## config.mk

```make
export PLATFORM = sky130hd
export DESIGN_NAME = script_source_tokenizer
export DESIGN_NICKNAME = d
export VERILOG_FILES = /design/src/design/sst_pkg.sv /design/src/design/script_source_tokenizer.sv /design/src/design/sst_front.sv /design/src/design/sst_fifo.sv /design/src/design/sst_back.sv
export VERILOG_INCLUDE_DIRS = /design/src /design/src/design
export SDC_FILE = /design/constraint.sdc
export NUM_CORES = 1
export LEC_CHECK = 0
export BUFFER_PORTS_ARGS = -buffer_cell sky130_fd_sc_hd__buf_4
export CORE_ASPECT_RATIO = 0.7
export CORE_MARGIN = 2
export CORE_UTILIZATION = 55
export DETAILED_ROUTE_END_ITERATION = 8
export PLACE_DENSITY = 0.71
export REMOVE_ABC_BUFFERS = 1
export SLEW_MARGIN = 5
export SYNTH_ARGS = -nofsm -noshare
export SYNTH_HDL_FRONTEND = slang
export SYNTH_SLANG_ARGS = --single-unit
```

## constraint.sdc

```tcl
create_clock -name clk_i -period 6.2 [get_ports clk_i]
set_input_delay 0.93 -clock clk_i [delete_from_list [all_inputs] [get_ports clk_i]]
set_output_delay 0.93 -clock clk_i [all_outputs]
set_load 0.02 [all_outputs]
```

## src/design/script_source_tokenizer_macros.svh

```systemverilog
// assertion helpers shared by the tokenizer modules
`ifndef SCRIPT_SOURCE_TOKENIZER_MACROS_SVH
`define SCRIPT_SOURCE_TOKENIZER_MACROS_SVH
`ifndef ASSERT_OFF
// same-cycle implication
`define SST_ASSERT_IMP(label, clk, rst_n, ante, cons) \
  label: assert property (@(posedge clk) disable iff (!rst_n) (ante) |-> (cons)) \
    else $error("same-cycle implication failed");
// next-cycle implication
`define SST_ASSERT_NXT(label, clk, rst_n, ante, cons) \
  label: assert property (@(posedge clk) disable iff (!rst_n) (ante) |=> (cons)) \
    else $error("next-cycle implication failed");
`else
`define SST_ASSERT_IMP(label, clk, rst_n, ante, cons)
`define SST_ASSERT_NXT(label, clk, rst_n, ante, cons)
`endif
`endif

```

## src/design/sst_pkg.sv

```systemverilog
package sst_pkg;

  localparam int unsigned POS_BITS_DEF = 16;
  localparam int unsigned FIELD_W      = 16;
  localparam int unsigned QUEUE_DEPTH  = 4;
  localparam int unsigned KW_COUNT     = 5;

  localparam logic [31:0] SAT16_MAX = 32'h0000_FFFF;

  typedef enum logic [2:0] {
    MODE_IDLE,
    MODE_IDENT,
    MODE_NUM,
    MODE_NUMDOT,
    MODE_STR
  } mode_e;

  typedef enum logic [4:0] {
    KIND_EOF     = 5'd0,
    KIND_IDENT   = 5'd1,
    KIND_INT     = 5'd2,
    KIND_FLOAT   = 5'd3,
    KIND_STRING  = 5'd4,
    KIND_GROWL   = 5'd5,
    KIND_LET     = 5'd6,
    KIND_PLUS    = 5'd7,
    KIND_MINUS   = 5'd8,
    KIND_STAR    = 5'd9,
    KIND_SLASH   = 5'd10,
    KIND_PERCENT = 5'd11,
    KIND_LPAREN  = 5'd12,
    KIND_RPAREN  = 5'd13,
    KIND_ASSIGN  = 5'd14,
    KIND_COLON   = 5'd15,
    KIND_UNKNOWN = 5'd16,
    KIND_UNTERM  = 5'd17
  } kind_e;

  typedef struct packed {
    kind_e              kind;
    logic [FIELD_W-1:0] start;
    logic [FIELD_W-1:0] len;
    logic [FIELD_W-1:0] line;
    logic [FIELD_W-1:0] col;
  } tok_t;

  // tokens caused by one source byte, t0 goes out first
  typedef struct packed {
    tok_t t0;
    tok_t t1;
    logic two;
  } rec_t;

  // keyword text, first char in the top byte, zero padded to eight chars
  localparam logic [63:0] KW_TEXT [KW_COUNT] = '{
    {"growl", 24'h0},
    {"let",   40'h0},
    {"str",   40'h0},
    {"int",   40'h0},
    {"float", 24'h0}
  };

  localparam logic [2:0] KW_LEN [KW_COUNT] = '{3'd5, 3'd3, 3'd3, 3'd3, 3'd5};

  localparam kind_e KW_KIND [KW_COUNT] = '{
    KIND_GROWL, KIND_LET, KIND_STRING, KIND_INT, KIND_FLOAT
  };

endpackage

```

## src/design/script_source_tokenizer.sv

```systemverilog
// Streaming tokenizer: takes one source byte per cycle unless stalled (byte 0
// ends the source) and returns tokens as kind, start offset, length, line and
// column, with last set on the final token caused by a byte. The scanner front
// end updates its mode and position counters on each accepted byte and hands
// the tokens a byte causes (zero, one or two) to a four-record queue. The back
// end shows one token per cycle from its output register while not stalled, so
// a byte that both ends an identifier or number and starts an operator, unknown
// or eof token yields two tokens in turn, the second held in a pending register;
// the queue soaks up such bursts and downstream stalls, and input stall is
// raised only when it is full.
module script_source_tokenizer #(
  parameter int unsigned POS_BITS = sst_pkg::POS_BITS_DEF
) (
  input  logic        clk_i,
  input  logic        rst_ni,
  input  logic        valid_i,
  output logic        stall_o,
  input  logic [7:0]  ch_i,
  output logic        valid_o,
  input  logic        stall_i,
  output logic [4:0]  kind_o,
  output logic [15:0] start_res_o,
  output logic [15:0] length_o,
  output logic [15:0] line_no_o,
  output logic [15:0] col_no_o,
  output logic        last_o
);

  sst_pkg::rec_t front_rec, q_rec;
  sst_pkg::tok_t tok;
  logic          push, pop, full, empty;

  sst_front #(
    .POS_BITS(POS_BITS)
  ) u_front (
    .clk_i   (clk_i),
    .rst_ni  (rst_ni),
    .valid_i (valid_i),
    .ch_i    (ch_i),
    .full_i  (full),
    .stall_o (stall_o),
    .push_o  (push),
    .rec_o   (front_rec)
  );

  sst_fifo #(
    .WIDTH($bits(sst_pkg::rec_t)),
    .DEPTH(sst_pkg::QUEUE_DEPTH)
  ) u_fifo (
    .clk_i   (clk_i),
    .rst_ni  (rst_ni),
    .push_i  (push),
    .data_i  (front_rec),
    .pop_i   (pop),
    .data_o  (q_rec),
    .full_o  (full),
    .empty_o (empty)
  );

  sst_back u_back (
    .clk_i   (clk_i),
    .rst_ni  (rst_ni),
    .rec_i   (q_rec),
    .empty_i (empty),
    .pop_o   (pop),
    .stall_i (stall_i),
    .valid_o (valid_o),
    .tok_o   (tok),
    .last_o  (last_o)
  );

  assign kind_o      = tok.kind;
  assign start_res_o = tok.start;
  assign length_o    = tok.len;
  assign line_no_o   = tok.line;
  assign col_no_o    = tok.col;

endmodule

```

## src/design/sst_front.sv

```systemverilog
module sst_front #(
  parameter int unsigned POS_BITS = sst_pkg::POS_BITS_DEF
) (
  input  logic          clk_i,
  input  logic          rst_ni,
  input  logic          valid_i,
  input  logic [7:0]    ch_i,
  input  logic          full_i,
  output logic          stall_o,
  output logic          push_o,
  output sst_pkg::rec_t rec_o
);

  localparam int unsigned P  = POS_BITS;
  localparam int unsigned FW = sst_pkg::FIELD_W;

  sst_pkg::mode_e mode_q, mode_d;
  logic           quote_q, quote_d;
  logic [4:0]     mask_q, mask_d;
  logic [P-1:0]   pos_q, pos_d;
  logic [P-1:0]   start_q, start_d;
  logic [P-1:0]   line_q, line_d;
  logic [P-1:0]   col_q, col_d;
  logic [P-1:0]   tline_q, tline_d;
  logic [P-1:0]   tcol_q, tcol_d;

  logic         accept;
  logic [7:0]   c;
  logic         is_dig, is_alp, is_idc, is_spc, is_nul, is_quote;
  logic         ident_cont, num_cont, ends_tok, do_idle, str_close, str_eof;
  logic [P-1:0] idx;
  logic [P-1:0] pos_step, line_step, col_step;
  logic         a_v, b_v;
  sst_pkg::tok_t tok_a, tok_b;

  function automatic logic [FW-1:0] sat16(input logic [P-1:0] v);
    return (v > P'(sst_pkg::SAT16_MAX)) ? '1 : FW'(v);
  endfunction

  // drop keywords that no longer match at this offset
  function automatic logic [4:0] kw_filter(input logic [4:0] m, input logic [P-1:0] i,
                                           input logic [7:0] b);
    logic [4:0] r;
    r = m;
    for (int k = 0; k < sst_pkg::KW_COUNT; k++) begin
      if (i >= P'(sst_pkg::KW_LEN[k]) ||
          sst_pkg::KW_TEXT[k][63 - 8 * i[2:0] -: 8] != b) begin
        r[k] = 1'b0;
      end
    end
    return r;
  endfunction

  function automatic sst_pkg::kind_e ident_kind(input logic [4:0] m, input logic [P-1:0] len);
    sst_pkg::kind_e kd;
    logic           found;
    kd    = sst_pkg::KIND_IDENT;
    found = 1'b0;
    for (int k = 0; k < sst_pkg::KW_COUNT; k++) begin
      if (!found && m[k] && len == P'(sst_pkg::KW_LEN[k])) begin
        kd    = sst_pkg::KW_KIND[k];
        found = 1'b1;
      end
    end
    return kd;
  endfunction

  function automatic sst_pkg::kind_e op_kind(input logic [7:0] b);
    sst_pkg::kind_e kd;
    case (b)
      "+":     kd = sst_pkg::KIND_PLUS;
      "-":     kd = sst_pkg::KIND_MINUS;
      "*":     kd = sst_pkg::KIND_STAR;
      "/":     kd = sst_pkg::KIND_SLASH;
      "%":     kd = sst_pkg::KIND_PERCENT;
      "(":     kd = sst_pkg::KIND_LPAREN;
      ")":     kd = sst_pkg::KIND_RPAREN;
      "=":     kd = sst_pkg::KIND_ASSIGN;
      ":":     kd = sst_pkg::KIND_COLON;
      default: kd = sst_pkg::KIND_UNKNOWN;
    endcase
    return kd;
  endfunction

  assign stall_o = full_i;
  assign accept  = valid_i && !full_i;
  assign c       = ch_i;

  assign is_dig   = c inside {["0":"9"]};
  assign is_alp   = c inside {["a":"z"], ["A":"Z"]};
  assign is_idc   = is_alp || is_dig || (c == "_");
  assign is_spc   = c inside {8'h20, [8'h09:8'h0D]};
  assign is_nul   = (c == 8'h00);
  assign is_quote = (c == "'") || (c == "\"");

  assign idx = pos_q - start_q;

  // position after this byte, saturating
  assign pos_step  = (&pos_q) ? pos_q : pos_q + P'(1);
  assign line_step = (c == 8'h0A && !(&line_q)) ? line_q + P'(1) : line_q;
  assign col_step  = (c == 8'h0A) ? P'(1) : ((&col_q) ? col_q : col_q + P'(1));

  assign ident_cont = (mode_q == sst_pkg::MODE_IDENT) && is_idc;
  assign num_cont   = ((mode_q == sst_pkg::MODE_NUM) || (mode_q == sst_pkg::MODE_NUMDOT)) &&
                      (is_dig || (c == "." && mode_q == sst_pkg::MODE_NUM));
  assign ends_tok   = ((mode_q == sst_pkg::MODE_IDENT) && !ident_cont) ||
                      (((mode_q == sst_pkg::MODE_NUM) || (mode_q == sst_pkg::MODE_NUMDOT)) &&
                       !num_cont);
  assign do_idle    = (mode_q == sst_pkg::MODE_IDLE) || ends_tok;
  assign str_close  = (mode_q == sst_pkg::MODE_STR) && (c == (quote_q ? "'" : "\""));
  assign str_eof    = (mode_q == sst_pkg::MODE_STR) && is_nul && !str_close;

  // next state
  always_comb begin
    logic step, clr;
    mode_d  = mode_q;
    quote_d = quote_q;
    mask_d  = mask_q;
    pos_d   = pos_q;
    start_d = start_q;
    line_d  = line_q;
    col_d   = col_q;
    tline_d = tline_q;
    tcol_d  = tcol_q;
    step    = 1'b0;
    clr     = 1'b0;

    case (mode_q)
      sst_pkg::MODE_IDENT: begin
        if (ident_cont) begin
          mask_d = kw_filter(mask_q, idx, c);
          step   = 1'b1;
        end else begin
          mode_d = sst_pkg::MODE_IDLE;
          mask_d = '1;
        end
      end
      sst_pkg::MODE_NUM, sst_pkg::MODE_NUMDOT: begin
        if (num_cont) begin
          if (c == ".") mode_d = sst_pkg::MODE_NUMDOT;
          step = 1'b1;
        end else begin
          mode_d = sst_pkg::MODE_IDLE;
        end
      end
      sst_pkg::MODE_STR: begin
        if (str_close) begin
          step   = 1'b1;
          mode_d = sst_pkg::MODE_IDLE;
        end else if (is_nul) begin
          clr = 1'b1;
        end else begin
          step = 1'b1;
        end
      end
      default: mode_d = sst_pkg::MODE_IDLE;
    endcase

    if (do_idle) begin
      if (is_nul) begin
        clr = 1'b1;
      end else if (is_spc) begin
        step = 1'b1;
      end else if (is_alp || c == "_") begin
        start_d = pos_q;
        tline_d = line_q;
        tcol_d  = col_q;
        mode_d  = sst_pkg::MODE_IDENT;
        mask_d  = kw_filter('1, '0, c);
        step    = 1'b1;
      end else if (is_quote) begin
        // string text starts after the quote
        tline_d = line_q;
        tcol_d  = col_q;
        quote_d = (c == "'");
        mode_d  = sst_pkg::MODE_STR;
        start_d = pos_step;
        step    = 1'b1;
      end else if (is_dig) begin
        start_d = pos_q;
        tline_d = line_q;
        tcol_d  = col_q;
        mode_d  = sst_pkg::MODE_NUM;
        step    = 1'b1;
      end else begin
        step = 1'b1;
      end
    end

    if (step) begin
      pos_d  = pos_step;
      line_d = line_step;
      col_d  = col_step;
    end

    // end of source or unterminated string starts a new source
    if (clr) begin
      mode_d  = sst_pkg::MODE_IDLE;
      quote_d = 1'b0;
      mask_d  = '1;
      pos_d   = '0;
      start_d = '0;
      line_d  = P'(1);
      col_d   = P'(1);
      tline_d = P'(1);
      tcol_d  = P'(1);
    end
  end

  // tokens
  always_comb begin
    a_v        = ends_tok || str_close || str_eof;
    tok_a.start = sat16(start_q);
    tok_a.len   = sat16(idx);
    tok_a.line  = sat16(tline_q);
    tok_a.col   = sat16(tcol_q);
    if (str_eof) begin
      tok_a.kind = sst_pkg::KIND_UNTERM;
    end else if (str_close) begin
      tok_a.kind = sst_pkg::KIND_STRING;
    end else if (mode_q == sst_pkg::MODE_IDENT) begin
      tok_a.kind = ident_kind(mask_q, idx);
    end else if (mode_q == sst_pkg::MODE_NUMDOT) begin
      tok_a.kind = sst_pkg::KIND_FLOAT;
    end else begin
      tok_a.kind = sst_pkg::KIND_INT;
    end

    b_v = do_idle && !is_spc && !is_alp && (c != "_") && !is_quote && !is_dig;
    tok_b.kind  = is_nul ? sst_pkg::KIND_EOF : op_kind(c);
    tok_b.start = sat16(pos_q);
    tok_b.len   = is_nul ? '0 : FW'(1);
    tok_b.line  = sat16(line_q);
    tok_b.col   = sat16(col_q);

    rec_o.t0  = a_v ? tok_a : tok_b;
    rec_o.t1  = tok_b;
    rec_o.two = a_v && b_v;
    push_o    = accept && (a_v || b_v);
  end

  always_ff @(posedge clk_i or negedge rst_ni) begin
    if (!rst_ni) begin
      mode_q  <= sst_pkg::MODE_IDLE;
      quote_q <= 1'b0;
      mask_q  <= '1;
      pos_q   <= '0;
      start_q <= '0;
      line_q  <= P'(1);
      col_q   <= P'(1);
      tline_q <= P'(1);
      tcol_q  <= P'(1);
    end else if (accept) begin
      mode_q  <= mode_d;
      quote_q <= quote_d;
      mask_q  <= mask_d;
      pos_q   <= pos_d;
      start_q <= start_d;
      line_q  <= line_d;
      col_q   <= col_d;
      tline_q <= tline_d;
      tcol_q  <= tcol_d;
    end
  end

endmodule

```

## src/design/sst_fifo.sv

```systemverilog
`include "script_source_tokenizer_macros.svh"

module sst_fifo #(
  parameter int unsigned WIDTH = 8,
  parameter int unsigned DEPTH = sst_pkg::QUEUE_DEPTH
) (
  input  logic             clk_i,
  input  logic             rst_ni,
  input  logic             push_i,
  input  logic [WIDTH-1:0] data_i,
  input  logic             pop_i,
  output logic [WIDTH-1:0] data_o,
  output logic             full_o,
  output logic             empty_o
);

  localparam int unsigned AW = (DEPTH > 1) ? $clog2(DEPTH) : 1;
  localparam int unsigned CW = $clog2(DEPTH + 1);

  logic [WIDTH-1:0] mem_q [DEPTH];
  logic [AW-1:0]    wptr_q, wptr_d;
  logic [AW-1:0]    rptr_q, rptr_d;
  logic [CW-1:0]    cnt_q, cnt_d;

  function automatic logic [AW-1:0] ptr_inc(input logic [AW-1:0] p);
    return (p == AW'(DEPTH - 1)) ? '0 : p + AW'(1);
  endfunction

  assign full_o  = (cnt_q == CW'(DEPTH));
  assign empty_o = (cnt_q == '0);
  assign data_o  = mem_q[rptr_q];

  always_comb begin
    wptr_d = push_i ? ptr_inc(wptr_q) : wptr_q;
    rptr_d = pop_i ? ptr_inc(rptr_q) : rptr_q;
    cnt_d  = cnt_q;
    if (push_i && !pop_i) begin
      cnt_d = cnt_q + CW'(1);
    end else if (pop_i && !push_i) begin
      cnt_d = cnt_q - CW'(1);
    end
  end

  always_ff @(posedge clk_i or negedge rst_ni) begin
    if (!rst_ni) begin
      wptr_q <= '0;
      rptr_q <= '0;
      cnt_q  <= '0;
    end else begin
      wptr_q <= wptr_d;
      rptr_q <= rptr_d;
      cnt_q  <= cnt_d;
    end
  end

  always_ff @(posedge clk_i) begin
    if (push_i) begin
      mem_q[wptr_q] <= data_i;
    end
  end

  `SST_ASSERT_IMP(a_no_overflow, clk_i, rst_ni, push_i, !full_o)
  `SST_ASSERT_IMP(a_no_underflow, clk_i, rst_ni, pop_i, !empty_o)

endmodule

```

## src/design/sst_back.sv

```systemverilog
`include "script_source_tokenizer_macros.svh"

module sst_back (
  input  logic          clk_i,
  input  logic          rst_ni,
  input  sst_pkg::rec_t rec_i,
  input  logic          empty_i,
  output logic          pop_o,
  input  logic          stall_i,
  output logic          valid_o,
  output sst_pkg::tok_t tok_o,
  output logic          last_o
);

  logic          out_valid_q, out_valid_d;
  sst_pkg::tok_t out_tok_q, out_tok_d;
  logic          out_last_q, out_last_d;
  logic          pend_q, pend_d;
  sst_pkg::tok_t pend_tok_q, pend_tok_d;
  logic          load;

  // output register is free or being taken this cycle
  assign load  = !out_valid_q || !stall_i;
  assign pop_o = load && !pend_q && !empty_i;

  always_comb begin
    out_valid_d = out_valid_q;
    out_tok_d   = out_tok_q;
    out_last_d  = out_last_q;
    pend_d      = pend_q;
    pend_tok_d  = pend_tok_q;
    if (load) begin
      out_valid_d = 1'b0;
      if (pend_q) begin
        out_valid_d = 1'b1;
        out_tok_d   = pend_tok_q;
        out_last_d  = 1'b1;
        pend_d      = 1'b0;
      end else if (!empty_i) begin
        out_valid_d = 1'b1;
        out_tok_d   = rec_i.t0;
        out_last_d  = !rec_i.two;
        pend_d      = rec_i.two;
        pend_tok_d  = rec_i.t1;
      end
    end
  end

  always_ff @(posedge clk_i or negedge rst_ni) begin
    if (!rst_ni) begin
      out_valid_q <= 1'b0;
      pend_q      <= 1'b0;
    end else begin
      out_valid_q <= out_valid_d;
      pend_q      <= pend_d;
    end
  end

  always_ff @(posedge clk_i) begin
    out_tok_q  <= out_tok_d;
    out_last_q <= out_last_d;
    pend_tok_q <= pend_tok_d;
  end

  assign valid_o = out_valid_q;
  assign tok_o   = out_tok_q;
  assign last_o  = out_last_q;

  `SST_ASSERT_IMP(a_pend_behind_out, clk_i, rst_ni, pend_q, out_valid_q)
  `SST_ASSERT_IMP(a_pend_not_last, clk_i, rst_ni, pend_q, !out_last_q)
  `SST_ASSERT_NXT(a_pend_goes_last, clk_i, rst_ni, pend_q && !stall_i, out_valid_q && out_last_q)

endmodule

```

Word level (Yosys, flattened, before mapping). Memories as Yosys holds them, arrays and structs flattened. Index checks and enable logic that the tools add are counted.

Eq/ne operators: 41. Reductions and logical operators: 93. Add/subtract/negate cells: 9. Shift-type cells: 5. Bitwise gates (word level): 2. $lt $le $gt $ge: 17. Muxes and demuxes: 128.

Operators by type and width (number): $mux W16 (38); $shiftx A71 B33 Y8 const A (5); $mux W69 (3); $gt A16 B16 Y1 const B (7); $eq A8 B6 Y1 const B (13); $mux W3 (19); $mux W5 (11); $mux W1 (52); $add A16 B1 Y16 const B (3); $reduce_and A16 Y1 (3); $pmux W5 S9 (1); $ne A7 B8 Y1 const A (5); $ne A8 B8 Y1 (5); $logic_and A1 B1 Y1 (34); $logic_not A1 Y1 (20); $logic_or A1 B1 Y1 (17); $eq A16 B2 Y1 const B (1); $eq A16 B3 Y1 const B (1); $ge A16 B2 Y1 const B (1); $ge A16 B3 Y1 const B (1); $ge A8 B7 Y1 const B (2); $le A8 B7 Y1 const B (2); $sub A16 B16 Y16 (1); $reduce_bool A2 Y1 (7); 30 further kinds (43).

Bits in writable memories: 496. Word-level logic and storage cells: 321. Flip-flop bits (word level): 253. Bits of input ports: 12. Memories: 1. Output and inout bits: 72.

Memories: u_fifo.mem_q (depth 4, width 124, rd ports 1, clocked after memory_dff 0, write ports 1, RTL line sst_fifo.sv:20) `logic [WIDTH-1:0] mem_q [DEPTH];`.

Depth between registers and ports, before layout.
Word-level depth: 36. Gate-level depth with buffers: 14. Depth with buffers taken out: 13.

Modules after synthesis. From an unflattened synthesis, not the netlist that was laid out.

Cells, all modules: 2100. Area, all modules: 33940.1 µm².

Modules (own cells, without submodules): sst_fifo (seq. area each 16871.2 µm², cells an instance 764, instances 1, area an instance 20464.6 µm²); sst_front (seq. area each 2638.8 µm², cells an instance 1110, instances 1, area an instance 8126.5 µm²); sst_back (seq. area each 4224.1 µm², cells an instance 226, instances 1, area an instance 5348.9 µm²).

Worst setup path after synthesis. OpenSTA, ideal clock, no wires.

Kind: input-to-reg. Start point: input stall_i. End point: register u_fifo.cnt_q[1]. Data required time: 6075 ps. Slack: -361 ps. Stages: 7. Setup time: 125 ps. Buffers on the path: 0. Arrival time: 6437 ps. Cells stage by stage: nand2_1 -> nor3b_1 -> inv_1 -> ha_1 -> inv_1 -> fa_1 -> mux2_2.

Word-level cells in the longest chain between the ends: 7. Elaborated cells between the ends (all ways): 9. Those cells by class: 1 x mux; 8 x reduce/logical.

Ends and longest elaborated chain: start, declared (RTL line script_source_tokenizer.sv:20) `input logic stall_i,`; $logic_not A1 Y1 (RTL line sst_back.sv:23) `assign load = !out_valid_q || !stall_i;`; $logic_or A1 B1 Y1 (RTL line sst_back.sv:23); $logic_and A1 B1 Y1 (2 in series) (RTL line sst_back.sv:24) `assign pop_o = load && !pend_q && !empty_i;`; $logic_not A1 Y1 (RTL line sst_fifo.sv:37) `if (push_i && !pop_i) begin`; $logic_and A1 B1 Y1 (RTL line sst_fifo.sv:37); $mux W3 (RTL line sst_fifo.sv:37); via u_fifo.cnt_d[1] (RTL line sst_fifo.sv:23) `logic [CW-1:0] cnt_q, cnt_d;`; end signal, assigned (RTL line sst_fifo.sv:52) `cnt_q <= cnt_d;`; end, declared (RTL line sst_fifo.sv:23).

The timed path passes the listed nets, and every way through them passes these cells. A chain may end at the register's enable or synchronous reset.

==> impl_metrics.env <==
export IMPL_grt_setup_unrepaired="no"
export IMPL_r2r_end="u_fifo.mem_q[0][121]"
export IMPL_fin_worst_skew_ns=0.0201
export IMPL_crit_path_max_fanout=10
export IMPL_drv_cap=0
export IMPL_grt_pass1_wl_mm=104
export IMPL_h_tree_depth=3
export IMPL_path_clk_slew_ns=0.06
export IMPL_hold_path_class="primary input to asynchronous set/reset pin"
export IMPL_num_vias=17397
export IMPL_drt_antenna_violating_nets=0
export IMPL_firstDrtPassIters=6
export IMPL_initial_core_util_pct=55.7
export IMPL_synth_cell_types=90
export IMPL_yosysMostFrequentCell="edfxtp_1"
export IMPL_required_ns=6.53
export IMPL_ioPinCount=84
export IMPL_drtIter0Drc=1847
export IMPL_clock_latency_ns=0.61
export IMPL_dieArea_um2=57900
export IMPL_worst_setup_path_end_kind="register"
export IMPL_async_flop_share_pct=15.5
export IMPL_period_share_pct=64.7
export IMPL_finalSetupTns_ns=0
export IMPL_place_inst=2688
export IMPL_diodes=0
export IMPL_final_util_pct=62.5
export IMPL_ys_seq_area_share_pct=69.8
export IMPL_grt_overflow=0
export IMPL_setup_ws_ns=2.19
export IMPL_drt_total_wl_mm=66.6
export IMPL_post_cts_resized=0
export IMPL_cp_arrival_ns=4.35
export IMPL_viasPerCell=6.18
export IMPL_hold_viol=0
export IMPL_layout_drive_gt1_share_pct=21.3
export IMPL_max_slew_margin_pct=26.1
export IMPL_first_global_vias=17516
export IMPL_reg2reg_slack_ns=2.19
export IMPL_dpl_worst_slack_ns=1.79
export IMPL_syn_avg_cell_area_um2=15.9
export IMPL_antenna_found_initial=1
export IMPL_wl_per_cell_um=23.7
export IMPL_p_leak_nw=12.1
export IMPL_status="finished clean"
export IMPL_cts_sinks=734
export IMPL_syn_area_um2=30800
export IMPL_layout_nets=2063
export IMPL_fp_row_count=72
export IMPL_cts_buffer_depth=3
export IMPL_synth_top_area_cell="edfxtp_1"
export IMPL_cts_tree="built"
export IMPL_synth_warnings=0
export IMPL_netlist_area_leader_share_pct=60.5
export IMPL_route_detailed_drc=0
export IMPL_worst_slew_pin_slew_ns=1.11
export IMPL_start_kind="register"
export IMPL_cts_root_buf="clkbuf_16"
export IMPL_syn_inst=1942
export IMPL_min_period_ns=4.01
export IMPL_synth_enable_flop_cells=620
export IMPL_ff2ff_path_depth=12
export IMPL_grt_start_max_net_pins=92
export IMPL_startpoint="u_front.pos_q[0]"
export IMPL_max_freq_mhz=249
export IMPL_yosys_top_cells_count="620 x edfxtp_1, 206 x nand2_1, 124 x mux4_2, 105 x dfrtp_1, 85 x nor2_1"
export IMPL_vdd_drop_max_uv=329
export IMPL_numCtsBuffers=69
export IMPL_area_growth_pct=12.2
export IMPL_instances_no_fill=2815
export IMPL_power_per_cell_area_nw_per_um2=495
export IMPL_synth_seq_cells=734
export IMPL_coreArea_um2=55300
export IMPL_die_y_um=202
export IMPL_grt_util_all_layers_pct=23.6
export IMPL_path_class="register to register"
export IMPL_rr_startpoint="u_front.pos_q[0]"
export IMPL_synth_area_top_cells="edfxtp_1 60%, mux4_2 9.1%, dfrtp_1 8.5%"
export IMPL_setup_violations_final=0
export IMPL_gp_congestion=0.857
export IMPL_endpoint="u_fifo.mem_q[0][121]"
export IMPL_dp_hpwl_mm=38.6
export IMPL_port_buffers=83
export IMPL_post_cts_buffers=0
export IMPL_postCtsHoldBufs=0
export IMPL_synth_ff_type="edfxtp_1"
export IMPL_die_width_um=287
export IMPL_finalMaxSlewViolations=0
==> layer usage <==
layer / share of wire [%] / vias to the layer above / track usage [%] / wire length [um]
li1: - / 7664 / - / -
met1: 47 / 9046 / 37.1 / 31200
met2: 45 / 608 / 35.0 / 30200
met3: 6.2 / 79 / 3.60 / 4120
met4: 1.7 / 0 / 5.73 / 1130
met5: 0 / - / 0 / 0
==> where the power goes <==
group | total [W] | internal (W) | leakage, nW | switching [W]
logic | 0.00533 | 0.00226 | 3.63 | 0.00307
registers | 0.00750 | 0.00688 | 7.30 | 0.000615
clock network | 0.00428 | 0.00247 | 1.12 | 0.00181
==> cell families (layout without fill, tap and decap cells) <==
kind of cell	count (synthesis)	in the layout	share of synthesized area [%]
DFF	734	734	69.8
and+or+nand+nor	496	496	7.89
AOI/OAI and AO/OA	292	292	6.17
muxes	192	192	11.5
buffers and inverters	149	282	1.95
xor gates and xnor gates	47	47	1.34
adders and majority gates	32	32	1.35
==> metrics by stage <==
stage | hold slack, ns | power (W) | cell area [um^2]
finish | 0.392 | 0.0171 | 34600
global route | 0.435 | 0.0179 | 34600
CTS | 0.390 | 0.0172 | 34600
detailed placement | 0.467 | 0.0129 | 32300
global placement | 0.463 | 0.0128 | 32300
floorplan | 0.451 | 0.0113 | 30300
==> final cells by class <==
cell class | count | area (um^2)
clock inverters | 41 | 408
well taps | 740 | 926
clock buffers | 86 | 1890
fillers | 3987 | 20800
flip-flops and latches | 734 | 21500
repair buffers | 113 | 948
inverters | 42 | 158
multi-input cells | 1059 | 8740
==> how the worst min path moves through the flow <==
stage / start / to / depth (start not counted)
finish: rst_ni / u_front.tcol_q[5] / 1
global route: rst_ni / u_front.tcol_q[5] / 1
CTS: rst_ni / u_front.tcol_q[5] / 1
detailed placement: u_front.tcol_q[0] / u_front.tcol_q[0] / 2
global placement: u_front.tline_q[0] / u_front.tline_q[0] / 2
floorplan: u_front.tline_q[0] / u_front.tline_q[0] / 2
==> critical path, cell delays in order, from the launching register on <==
cell and delay [ns]:
dfrtp_1 0.49, inv_1 0.13, ha_1 0.20, inv_1 0.06, fa_1 0.45, a21o_1 0.27, a221oi_4 0.42, o311ai_4 0.19
xnor2_1 0.24, o221ai_1 0.20, nor3_2 0.20, nand4_2 0.34, o211ai_1 0.56
==> sequential cells by signal, summed over array words and instances (netlist names), 5 cells and up <==
register / flops
u_front.tcol_q: 16
u_fifo.mem_q: 496
u_front.mask_q: 5
u_back.tok_o: 69
u_front.line_q: 16
u_back.pend_tok_q: 54
u_front.start_q: 16
u_front.col_q: 16
u_front.pos_q: 16
u_front.tline_q: 16
==> layout by cell type (no fill, tap or decap), types with 21 or more instances in the layout <==
cell type	instances
xnor2_1	23
nand2_1	206
o21ai_1	54
mux4_2	124
a22o_1	29
nor2b_1	29
buf_4	105
nand3_1	31
a21oi_1	61
nand4_1	21
mux2_2	59
inv_1	41
dfrtp_1	102
nor3_1	23
clkbuf_16	73
ha_1	30
o21ai_0	59
edfxtp_1	620
xor2_1	24
nor2_1	85
Power figures use the tool's default switching activity.
